===== src/sv/bae_pkg.sv =====
package bae_pkg;

	// Width of one output word and of the bounds.
	localparam int unsigned BYTE_W  = 8;
	localparam int unsigned BOUND_W = 32;

	// Interval bounds after reset and after a flush.
	localparam logic [BOUND_W-1:0] BOUND_INIT_LOW  = 32'h0000_0000;
	localparam logic [BOUND_W-1:0] BOUND_INIT_HIGH = 32'hFFFF_FFFF;

	// Fill pattern shifted into the bottom of the high bound.
	localparam logic [BYTE_W-1:0] HIGH_FILL = 8'hFF;

	// Commands from the controller to the datapath.
	typedef struct packed {
		logic capture;  // latch the bit and register span times probability
		logic update;   // narrow the interval with the registered product
		logic emit;     // load the top byte of low into the output stage and shift
		logic last;     // the emitted word is the final one of this input word
		logic restore;  // return the bounds to their initial values
	} cmd_t;

	// Status from the datapath to the controller.
	typedef struct packed {
		logic slot_free;   // output stage can take a word this cycle
		logic upd_match;   // updated bounds agree in their top byte
		logic match_next;  // after one shift the bounds still agree in their top byte
	} status_t;

endpackage


===== src/sv/bae_ctrl.sv =====
module bae_ctrl (
	input  logic              clk,
	input  logic              arst_n,
	input  logic              in_valid,
	output logic              in_ready,
	input  logic              req_type,
	input  bae_pkg::status_t  status,
	output bae_pkg::cmd_t     cmd
);
	import bae_pkg::*;

	typedef enum logic [1:0] {
		S_IDLE,
		S_UPD,
		S_EMIT,
		S_FLUSH
	} state_t;

	state_t     state_q;
	logic [1:0] cnt_q;
	logic       accept;
	logic       cnt_full;

	assign in_ready = (state_q == S_IDLE);
	assign accept   = in_valid && in_ready;
	assign cnt_full = (cnt_q == 2'd3);

	// Command decode from the current state and the datapath status.
	always_comb begin
		cmd         = '0;
		cmd.capture = accept && !req_type;
		cmd.update  = (state_q == S_UPD);
		cmd.emit    = ((state_q == S_EMIT) || (state_q == S_FLUSH)) && status.slot_free;
		if (state_q == S_EMIT) begin
			cmd.last = cnt_full || !status.match_next;
		end else begin
			cmd.last = cnt_full;
		end
		cmd.restore = (state_q == S_FLUSH) && cmd.emit && cnt_full;
	end

	// State and byte counter.
	always_ff @(posedge clk or negedge arst_n) begin
		if (!arst_n) begin
			state_q <= S_IDLE;
			cnt_q   <= '0;
		end else begin
			unique case (state_q)
				S_IDLE: begin
					cnt_q <= '0;
					if (accept) begin
						state_q <= req_type ? S_FLUSH : S_UPD;
					end
				end
				S_UPD: begin
					state_q <= status.upd_match ? S_EMIT : S_IDLE;
				end
				S_EMIT, S_FLUSH: begin
					if (cmd.emit) begin
						if (cmd.last) begin
							state_q <= S_IDLE;
							cnt_q   <= '0;
						end else begin
							cnt_q <= cnt_q + 2'd1;
						end
					end
				end
				default: begin
					state_q <= S_IDLE;
					cnt_q   <= '0;
				end
			endcase
		end
	end

	// The counter only runs while words are being emitted.
	a_idle_cnt_clear: assert property (@(posedge clk) disable iff (!arst_n)
		(state_q == S_IDLE) |-> (cnt_q == 2'd0))
		else $error("byte counter not clear while idle");

	// A word is only loaded when the output stage has room.
	a_emit_slot: assert property (@(posedge clk) disable iff (!arst_n)
		cmd.emit |-> status.slot_free)
		else $error("emit issued while output stage is full");

	// A flush always ends on its fourth word.
	a_flush_len: assert property (@(posedge clk) disable iff (!arst_n)
		(state_q == S_FLUSH && cmd.emit && cmd.last) |-> cnt_full)
		else $error("flush ended early");

endmodule


===== src/sv/bae_dp.sv =====
module bae_dp #(
	parameter int unsigned PROB_WIDTH = 12
) (
	input  logic                  clk,
	input  logic                  arst_n,
	input  bae_pkg::cmd_t         cmd,
	output bae_pkg::status_t      status,
	input  logic                  bit_value,
	input  logic [PROB_WIDTH:0]   prob_one,
	output logic                  out_valid,
	input  logic                  out_ready,
	output logic [7:0]            out_byte,
	output logic                  last_of_run
);
	import bae_pkg::*;

	localparam int unsigned PROD_W = BOUND_W + PROB_WIDTH + 1;

	logic [BOUND_W-1:0] low_q;
	logic [BOUND_W-1:0] high_q;
	logic [BOUND_W-1:0] prod_s1;
	logic               bit_q;
	logic               out_valid_q;
	logic [BYTE_W-1:0]  out_byte_q;
	logic               last_q;

	logic [BOUND_W-1:0] span;
	logic [PROD_W-1:0]  prod_full;
	logic [BOUND_W-1:0] split;
	logic [BOUND_W-1:0] upd_low;
	logic [BOUND_W-1:0] upd_high;
	logic [BOUND_W-1:0] upd_diff;
	logic [BOUND_W-1:0] cur_diff;

	// Span times probability, scaled back down by the probability width.
	assign span      = high_q - low_q;
	assign prod_full = PROD_W'(span) * PROD_W'(prob_one);

	// Interval narrowing from the registered product.
	assign split    = low_q + prod_s1;
	assign upd_low  = bit_q ? low_q : (split + BOUND_W'(1));
	assign upd_high = bit_q ? split : high_q;
	assign upd_diff = upd_low ^ upd_high;
	assign cur_diff = low_q ^ high_q;

	assign status.slot_free  = !out_valid_q || out_ready;
	assign status.upd_match  = (upd_diff[BOUND_W-1 -: BYTE_W] == '0);
	assign status.match_next = (cur_diff[BOUND_W-BYTE_W-1 -: BYTE_W] == '0);

	// Bounds registers.
	always_ff @(posedge clk or negedge arst_n) begin
		if (!arst_n) begin
			low_q  <= BOUND_INIT_LOW;
			high_q <= BOUND_INIT_HIGH;
		end else if (cmd.restore) begin
			low_q  <= BOUND_INIT_LOW;
			high_q <= BOUND_INIT_HIGH;
		end else if (cmd.update) begin
			low_q  <= upd_low;
			high_q <= upd_high;
		end else if (cmd.emit) begin
			low_q  <= {low_q[BOUND_W-BYTE_W-1:0], {BYTE_W{1'b0}}};
			high_q <= {high_q[BOUND_W-BYTE_W-1:0], HIGH_FILL};
		end
	end

	// Product and coded bit, captured when an encode word is accepted.
	always_ff @(posedge clk) begin
		if (cmd.capture) begin
			prod_s1 <= prod_full[PROB_WIDTH +: BOUND_W];
			bit_q   <= bit_value;
		end
	end

	// Output stage valid flag.
	always_ff @(posedge clk or negedge arst_n) begin
		if (!arst_n) begin
			out_valid_q <= 1'b0;
		end else if (cmd.emit) begin
			out_valid_q <= 1'b1;
		end else if (out_ready) begin
			out_valid_q <= 1'b0;
		end
	end

	// Output stage payload.
	always_ff @(posedge clk) begin
		if (cmd.emit) begin
			out_byte_q <= low_q[BOUND_W-1 -: BYTE_W];
			last_q     <= cmd.last;
		end
	end

	assign out_valid   = out_valid_q;
	assign out_byte    = out_byte_q;
	assign last_of_run = last_q;

	// A flush leaves the coder at its initial interval.
	a_restore: assert property (@(posedge clk) disable iff (!arst_n)
		cmd.restore |=> (low_q == BOUND_INIT_LOW) && (high_q == BOUND_INIT_HIGH))
		else $error("bounds not restored after flush");

	// A plain shift clears the bottom byte of low.
	a_shift_low: assert property (@(posedge clk) disable iff (!arst_n)
		(cmd.emit && !cmd.restore && !cmd.update) |=> (low_q[BYTE_W-1:0] == '0))
		else $error("low bound not shifted");

	// Update and emit never coincide.
	a_cmd_excl: assert property (@(posedge clk) disable iff (!arst_n)
		!(cmd.update && (cmd.emit || cmd.capture)))
		else $error("conflicting datapath commands");

endmodule


===== src/sv/binary_arith_encoder_core.sv =====
// Binary arithmetic encoder with 32-bit low and high bounds.
// Input channel (in_valid/in_ready): one word per coded bit (req_type 0,
// with bit_value and prob_one scaled by 2^PROB_WIDTH) or a flush (req_type 1).
// Output channel (out_valid/out_ready): one compressed byte per word, with
// last_of_run high on the final byte that an input word produces.
// In an encode word the span times probability product is registered at
// acceptance and the interval is narrowed in the next cycle.
// Renormalization then emits up to four bytes, each once the output
// register has room. A flush emits the four bytes of low, most
// significant first; the bounds then return to their initial values.
// The first byte of an encode word is loaded from S_EMIT after S_UPD,
// that of a flush from S_FLUSH; either waits for room in the output register.
// One input word is in work at a time; in_ready is high only when idle.
// A stalled receiver holds the output register, and emission waits.
// Reset clears the bounds to 0 and 0xFFFFFFFF and drops any pending byte.
module binary_arith_encoder_core #(
	parameter int unsigned PROB_WIDTH = 12
) (
	input  logic                clk,
	input  logic                arst_n,
	input  logic                in_valid,
	output logic                in_ready,
	input  logic                req_type,
	input  logic                bit_value,
	input  logic [PROB_WIDTH:0] prob_one,
	output logic                out_valid,
	input  logic                out_ready,
	output logic [7:0]          out_byte,
	output logic                last_of_run
);
	import bae_pkg::*;

	cmd_t    cmd;
	status_t status;

	// Sequencer for bound updates and byte emission.
	bae_ctrl u_ctrl (
		.clk      (clk),
		.arst_n   (arst_n),
		.in_valid (in_valid),
		.in_ready (in_ready),
		.req_type (req_type),
		.status   (status),
		.cmd      (cmd)
	);

	// Bounds, multiplier and output register.
	bae_dp #(
		.PROB_WIDTH (PROB_WIDTH)
	) u_dp (
		.clk         (clk),
		.arst_n      (arst_n),
		.cmd         (cmd),
		.status      (status),
		.bit_value   (bit_value),
		.prob_one    (prob_one),
		.out_valid   (out_valid),
		.out_ready   (out_ready),
		.out_byte    (out_byte),
		.last_of_run (last_of_run)
	);

endmodule


===== config.mk =====
export PLATFORM = sky130hd
export DESIGN_NAME = binary_arith_encoder_core
export DESIGN_NICKNAME = d
export VERILOG_FILES = /design/src/sv/bae_pkg.sv /design/src/sv/bae_ctrl.sv /design/src/sv/bae_dp.sv /design/src/sv/binary_arith_encoder_core.sv
export SDC_FILE = /design/constraint.sdc
export NUM_CORES = 1
export LEC_CHECK = 0
export ABC_AREA = 1
export BUFFER_PORTS_ARGS = -buffer_cell sky130_fd_sc_hd__buf_2
export CORE_MARGIN = 3
export CORE_UTILIZATION = 40
export DETAILED_ROUTE_END_ITERATION = 8
export SYNTH_ARGS = -nofsm -noshare
export SYNTH_HDL_FRONTEND = slang
export SYNTH_SLANG_ARGS = --single-unit
export TNS_END_PERCENT = 50

===== constraint.sdc =====
create_clock -name clk -period 16.5 [get_ports clk]
set_input_delay 1.65 -clock clk [delete_from_list [all_inputs] [get_ports clk]]
set_output_delay 1.65 -clock clk [all_outputs]
set_load 0.05 [all_outputs]

==> impl_results.md, run 1 <==
* Status: complete, no violations
* Min cycle time layout at 8.25 ns
* Slew Viols, Final at 0
* Critical Path Fanout Max at 9
* Yosys reg bits at approximately 110
* Routed Antenna Nets at 0
* Synth Instances at 3,054
* Ratio of final minimum period to clock period at 50.0%
* Cts hold-fix bufs at 0
* Grt ovf at 0
* Vias in the first global route at 19.6k
* Hold path depth at 0
* CTS max path bufs at 2
* Worst-Skew Late Latency at 0.38 ns
* Final Setup Violations at 0
* Mean Syn Cell Area at 7.33 µm²
* Cell depth of the worst flop-to-flop path at 37
* # DRC at 0
* Hold Path Origin: u_dp.low_q[29]
* Post-CTS resize count at 0
* CTS clk-pin slew, worst paths at approximately 0.080 ns
* Die width at 243 µm
* Setup tns final at 0 ns
* CP delay by family, top: adder cells
* Critical Path Sink Type: flop
* GRT Util Overall at 23.1%
* Crit path launch type: flop
* Dpl hpwl at between 50,000 and 60,000 µm
* Net count after synthesis at 3,550
* Worst hold path type: flop to flop
* RSZ-0062 raised after global routing: no
* First-pass GRT wire length at 107,000 µm
* Starting DRT DRC Count at 1,292
* Main synth FF type: edfxtp_1
* Seq/Total Area, Yosys at 13.5%
* Vias per cell at between 5 and 6
* Wire length per cell at roughly 18 µm
* Final Skew at 0.0131 ns
* Die Y at 243 µm
* Area delta synth->final at 5.59%
* Max stage delay on crit path at 0.76 ns
* Slew margin rel. at between 20% and 30%
* Final WL at around 67,000 µm
* Clk sink count at 111
* Inserted Diodes at 0
* Cell Area, Synth at 22,400 µm²
* CORE AREA at ~55,000 µm²
* Layout cell share with drive strength beyond 1 at ~6.6%
* RD Place Congestion at 0.915
* # rows at 86
* FF-to-FF setup slack at between 8 and 9 ns
* F_max at 121 MHz
* Initial antenna violation count at 0
* Hold EP: u_dp.out_byte[5]
* Largest net degree at the start of global routing at 70
* RR Endpoint: u_dp.prod_s1[31]
* Fraction of registers with async set/reset at 62.2%
* Initial Util at 40.5%
* Final hold vios at 0
* Fin util at 42.8%
* Fin nets at 3,535
* Setup Fix Bufs, Post-CTS at 0
* Post-synth cell types at 55
* Worst path required time at 16.63 ns
* Critical Path AT at around 8.4 ns
* H-tree levels at 3
* IO Count at 30
* CP bufs+invs at 7
* CP max stage cell: xnor2_1
* R2R Path Start: u_dp.high_q[0]
* CTS tree: built
* Critical path type: flop to flop
* Slew @ Worst Pin at 1.19 ns
* Die ar. at around 60,000 µm²
* I/O Buffers at 29
* Root buf cell: clkbuf_16
* Vias at 19.4k
* Total CTS buffers at 9
* Fillers at between 5k and 6k
* Maxcap violations at 0
* EDFF count, synth at 42
* First-pass iteration count of the detailed router at 5
* Synth warnings at 0
[worst max-delay path by stage]
stage	start	endpoint	slack, ns	cells after the start
after floorplan	u_dp.high_q[0]	u_dp.prod_s1[31]	9.22	37
after global placement	u_dp.high_q[0]	u_dp.prod_s1[31]	8.30	37
after detailed placement	u_dp.high_q[0]	u_dp.prod_s1[31]	8.24	37
after CTS	u_dp.high_q[0]	u_dp.prod_s1[31]	8.21	37
after global routing	u_dp.high_q[0]	u_dp.prod_s1[31]	7.57	37
final	u_dp.high_q[0]	u_dp.prod_s1[31]	8.25	37
[final cells by class]
type	count	area, µm²	share of cell area (%)
multi-input combinational	2174	16500	69.7
sequential	111	3030	12.8
inverter	689	2590	10.9
tap	748	936	3.96
timing repair buffer	54	333	1.41
clock buffer	11	243	1.03
clock inverter	5	41.3	0.175
[registers in the layout (all words and copies together) (netlist names)]
| name | flops |
|---|---|
| u_dp.high_q | 32 |
| u_dp.low_q | 32 |
| u_dp.prod_s1 | 32 |
| u_dp.out_byte | 8 |
| u_ctrl.cnt_q | 2 |
| u_ctrl.state_q | 2 |
| u_dp.bit_q | 1 |
| u_dp.last_of_run | 1 |
| u_dp.out_valid | 1 |
[layout by cell type, fill, tap and decap left out, drive strengths merged, types with 8 or more instances in the layout]
| cell | n |
|---|---|
| a31oi | 16 |
| o21ai | 155 |
| nand4 | 21 |
| nor2 | 327 |
| or2 | 21 |
| buf | 54 |
| nand2 | 721 |
| clkbuf | 11 |
| dfrtp | 37 |
| ha | 147 |
| nor3 | 8 |
| fa | 330 |
| xnor2 | 25 |
| a22oi | 8 |
| edfxtp | 42 |
| dfstp | 32 |
| nand3b | 11 |
| xor2 | 47 |
| a21oi | 162 |
| nand3 | 103 |
| inv | 685 |
| o22ai | 24 |
| o211ai | 11 |
[Yosys cell counts (all sizes together) (4+ instances only)]
library cell	number	area share, %
buf	9	0.21
dfstp	32	3.8
o22ai	24	0.67
xor2	47	1.9
nor2	327	5.9
xnor2	25	0.98
o211ai	11	0.37
or2	21	0.59
nand2	721	12
a21oi	162	3.7
o21ai	155	3.6
a21o	7	0.23
ha	147	8.2
edfxtp	42	5.6
o21bai	5	0.18
clkbuf	71	1.2
nand3b	11	0.37
o21a	5	0.17
inv	684	11
nor3	8	0.18
a22oi	8	0.27
nand4	21	0.59
fa	330	30
clkinv	5	0.084
dfrtp	37	4.1
a21boi	4	0.15
o221ai	4	0.16
nand3	103	2.5
a31oi	16	0.45
[cell families after synthesis]
family / count (synthesis) / synth area share (%)
flip-flops: 111 / 13.5
AND/OR/NAND/NOR: 1216 / 22.7
adder cells (fa/ha/maj): 477 / 37.7
AO/OA/AOI/OAI: 409 / 10.2
buffers and inverters: 769 / 13.0
XOR/XNOR: 72 / 2.92
[stage by stage]
| step | worst slack [ns] | hold WS, ns | std cells | area [µm²] |
|---|---|---|---|---|
| CTS | 8.21 | 0.487 | 3792 | 23600 |
| global route | 7.57 | 0.495 | 3792 | 23600 |
| floorplan | 9.22 | 0.451 | 3054 | 22400 |
| finish | 8.25 | 0.484 | 3792 | 23600 |
| detailed placement | 8.24 | 0.469 | 3776 | 23300 |
| global placement | 8.30 | 0.469 | 3776 | 23300 |
[per-layer routing]
| metal | GRT usage, % | wire length, µm |
|---|---|---|
| met5 | 0 | 0 |
| met4 | 6.70 | 1910 |
| met3 | 2.39 | 3850 |
| met2 | 37.2 | 30100 |
| met1 | 33.0 | 30800 |
Power of run 1 is not shown: default switching activity piles up to over one toggle a cycle in this logic, so the estimate is an artifact.
==> inputs of run 2 (changes only) <==
clock period = 8.45 ns   (was 16.5 ns; I/O delays follow)
==> run 2 against run 1 <==
Compared with the run above: via count increased by 0.59%; worst setup slack got worse by 7.7 ns; cell count increased by 0.34%; critical endpoint is now u_dp.prod_s1[27].
==> impl_results.md, run 2 (same netlist as run 1, synthesis figures left out) <==
* Wire length per cell at 17.6 µm (+0.26%)
* Hold path depth at 0 (unchanged)
* Routed Antenna Nets at 0 (unchanged)
* Die width at 243 µm (unchanged)
* Clk sink count at 111 (unchanged)
* Cts hold-fix bufs at 0 (unchanged)
* # rows at 86 (unchanged)
* F_max at 126 MHz (+4.1%)
* Area delta synth->final at 6.16%
* # DRC at 0 (unchanged)
* Final Setup Violations at 0 (unchanged)
* Ratio of final minimum period to clock period at 93.8% (+44 points)
* Inserted Diodes at 0 (unchanged)
* Crit path launch type: flop
* Final WL at 67,100 µm (+0.61%)
* Hold EP: u_dp.out_byte[5]
* Commonest non-fill, non-tap cells in the layout: nand2_1, inv_1, fa_1
* CP max stage cell: dfstp_2
* RD Place Congestion at 0.917 (+0.30%)
* Setup tns final at 0 ns (unchanged)
* Fillers at 5,808 (-0.56%)
* First-pass iteration count of the detailed router at 5 (unchanged)
* Worst hold path type: flop to flop
* Critical path type: flop to flop
* Vias at 19.5k (+0.59%)
* Slew margin rel. at 27.6% (+7.4 points)
* FF-to-FF setup slack at 0.53 ns (-7.72 ns)
* First-pass GRT wire length at 108,000 µm (+0.44%)
* Vias in the first global route at 19.6k (-0.026%)
* Cell area after layout at 23,800 µm² (+0.54%)
* Post-CTS resize count at 0 (unchanged)
* Slew @ Worst Pin at 1.09 ns (-0.103 ns)
* Die ar. at 58,800 µm² (unchanged)
* Sequential standard cell area at 3030 µm² (unchanged)
* Root buf cell: clkbuf_16
* RR Endpoint: u_dp.prod_s1[27]
* R2R Path Start: u_dp.high_q[0]
* Largest net degree at the start of global routing at 70 (unchanged)
* Vias per cell at 5.12 (+0.24%)
* Status: complete, no violations
* H-tree levels at 3 (unchanged)
* Critical Path Fanout Max at 4 (-5)
* Maxcap violations at 0 (unchanged)
* DP Worst Slack at 0.522 ns (-7.71 ns)
* Biggest regs: u_dp.high_q: 32 flops, u_dp.low_q: 32 flops, u_dp.prod_s1: 32 flops
* CTS max path bufs at 2 (unchanged)
* Setup Fix Bufs, Post-CTS at 0 (unchanged)
* CTS clk-pin slew, worst paths at 0.08 ns (about the same)
* Cell depth of the worst flop-to-flop path at 35 (-5.4%)
* Final Skew at 0.0158 ns (+0.00278 ns)
* Placed Area at 23,400 µm² (+0.42%)
* Final Worst Setup Slack at 0.527 ns (-7.72 ns)
* Final hold vios at 0 (unchanged)
* Die Y at 243 µm (unchanged)
* Min cycle time layout at 7.92 ns (-0.328 ns)
* Fin nets at 3,548 (+0.37%)
* Worst-Skew Late Latency at 0.37 ns (about the same)
* CORE AREA at 55,200 µm² (unchanged)
* I/O Buffers at 29 (unchanged)
* CTS tree: built
* Most frequent CP cell: fa_1
* Critical Path Sink Type: flop
* Area of the multi-input gates at 16,500 µm² (unchanged)
* IO Count at 30 (unchanged)
* Max stage delay on crit path at 0.53 ns (-0.23 ns)
* Starting DRT DRC Count at 1,271 (-1.6%)
* Total CTS buffers at 9 (unchanged)
* Grt ovf at 0 (unchanged)
* Initial antenna violation count at 0 (unchanged)
* Critical Path AT at 8.04 ns (-0.34 ns)
* GRT Util Overall at 23.2% (+0.15 points)
* Hold Path Origin: u_dp.low_q[29]
* Slew Viols, Final at 0 (unchanged)
* Layout cell share with drive strength beyond 1 at 6.97% (+0.36 points)
* Commonest non-fill, non-tap cell in the layout: nand2_1
* RSZ-0062 raised after global routing: no
* Dpl hpwl at 54,600 µm (-0.65%)
* Worst path required time at 8.57 ns (-8.06 ns)
* Fin util at 43.0% (+0.23 points)
* Initial Util at 40.5% (unchanged)
[run 2: worst max path at each step]
| stage | from | end | cells past startpoint |
|---|---|---|---|
| 6_report | u_dp.high_q[0] | u_dp.prod_s1[27] | 35 |
| 5_1_grt | u_dp.high_q[0] | u_dp.prod_s1[27] | 37 |
| 4_1_cts | u_dp.high_q[0] | u_dp.prod_s1[25] | 36 |
| 3_5_place_dp | u_dp.high_q[0] | u_dp.prod_s1[25] | 36 |
| 3_3_place_gp | u_dp.high_q[0] | u_dp.prod_s1[29] | 36 |
| 2_1_floorplan | u_dp.high_q[0] | u_dp.prod_s1[31] | 37 |
[run 2: stage by stage]
step | hold slack (ns) | std cells
floorplan | 0.451 | 3054
global placement | 0.468 | 3789
detailed placement | 0.471 | 3789
CTS | 0.489 | 3805
global route | 0.514 | 3805
finish | 0.491 | 3805
[run 2: critical path: cells and delay by family (launching register included)]
family / cells / cell delay (ns)
adder cells (fa/ha/maj): 8 / 3.43
AO/OA/AOI/OAI: 12 / 1.83
AND/OR/NAND/NOR: 7 / 0.73
XOR/XNOR: 2 / 0.64
flip-flops: 1 / 0.53
buffers and inverters: 6 / 0.48
[run 2: routing by layer]
metal | vias to the layer above | track usage (%) | routed length [µm]
li1 | 9315 | - | -
met1 | 9453 | 33.5 | 30600
met2 | 630 | 36.9 | 30100
met3 | 98 | 2.55 | 4340
met4 | 0 | 6.97 | 1980
met5 | - | 0 | 0
[run 2: area by class of cell]
class / count / area share [%]
clock buffer: 11 / 0.980
clock inverter: 5 / 0.342
inverter: 689 / 10.9
multi-input combinational: 2174 / 69.3
sequential: 111 / 12.7
tap: 748 / 3.94
timing repair buffer: 67 / 1.81
Power of run 2 is left out for the same reason.
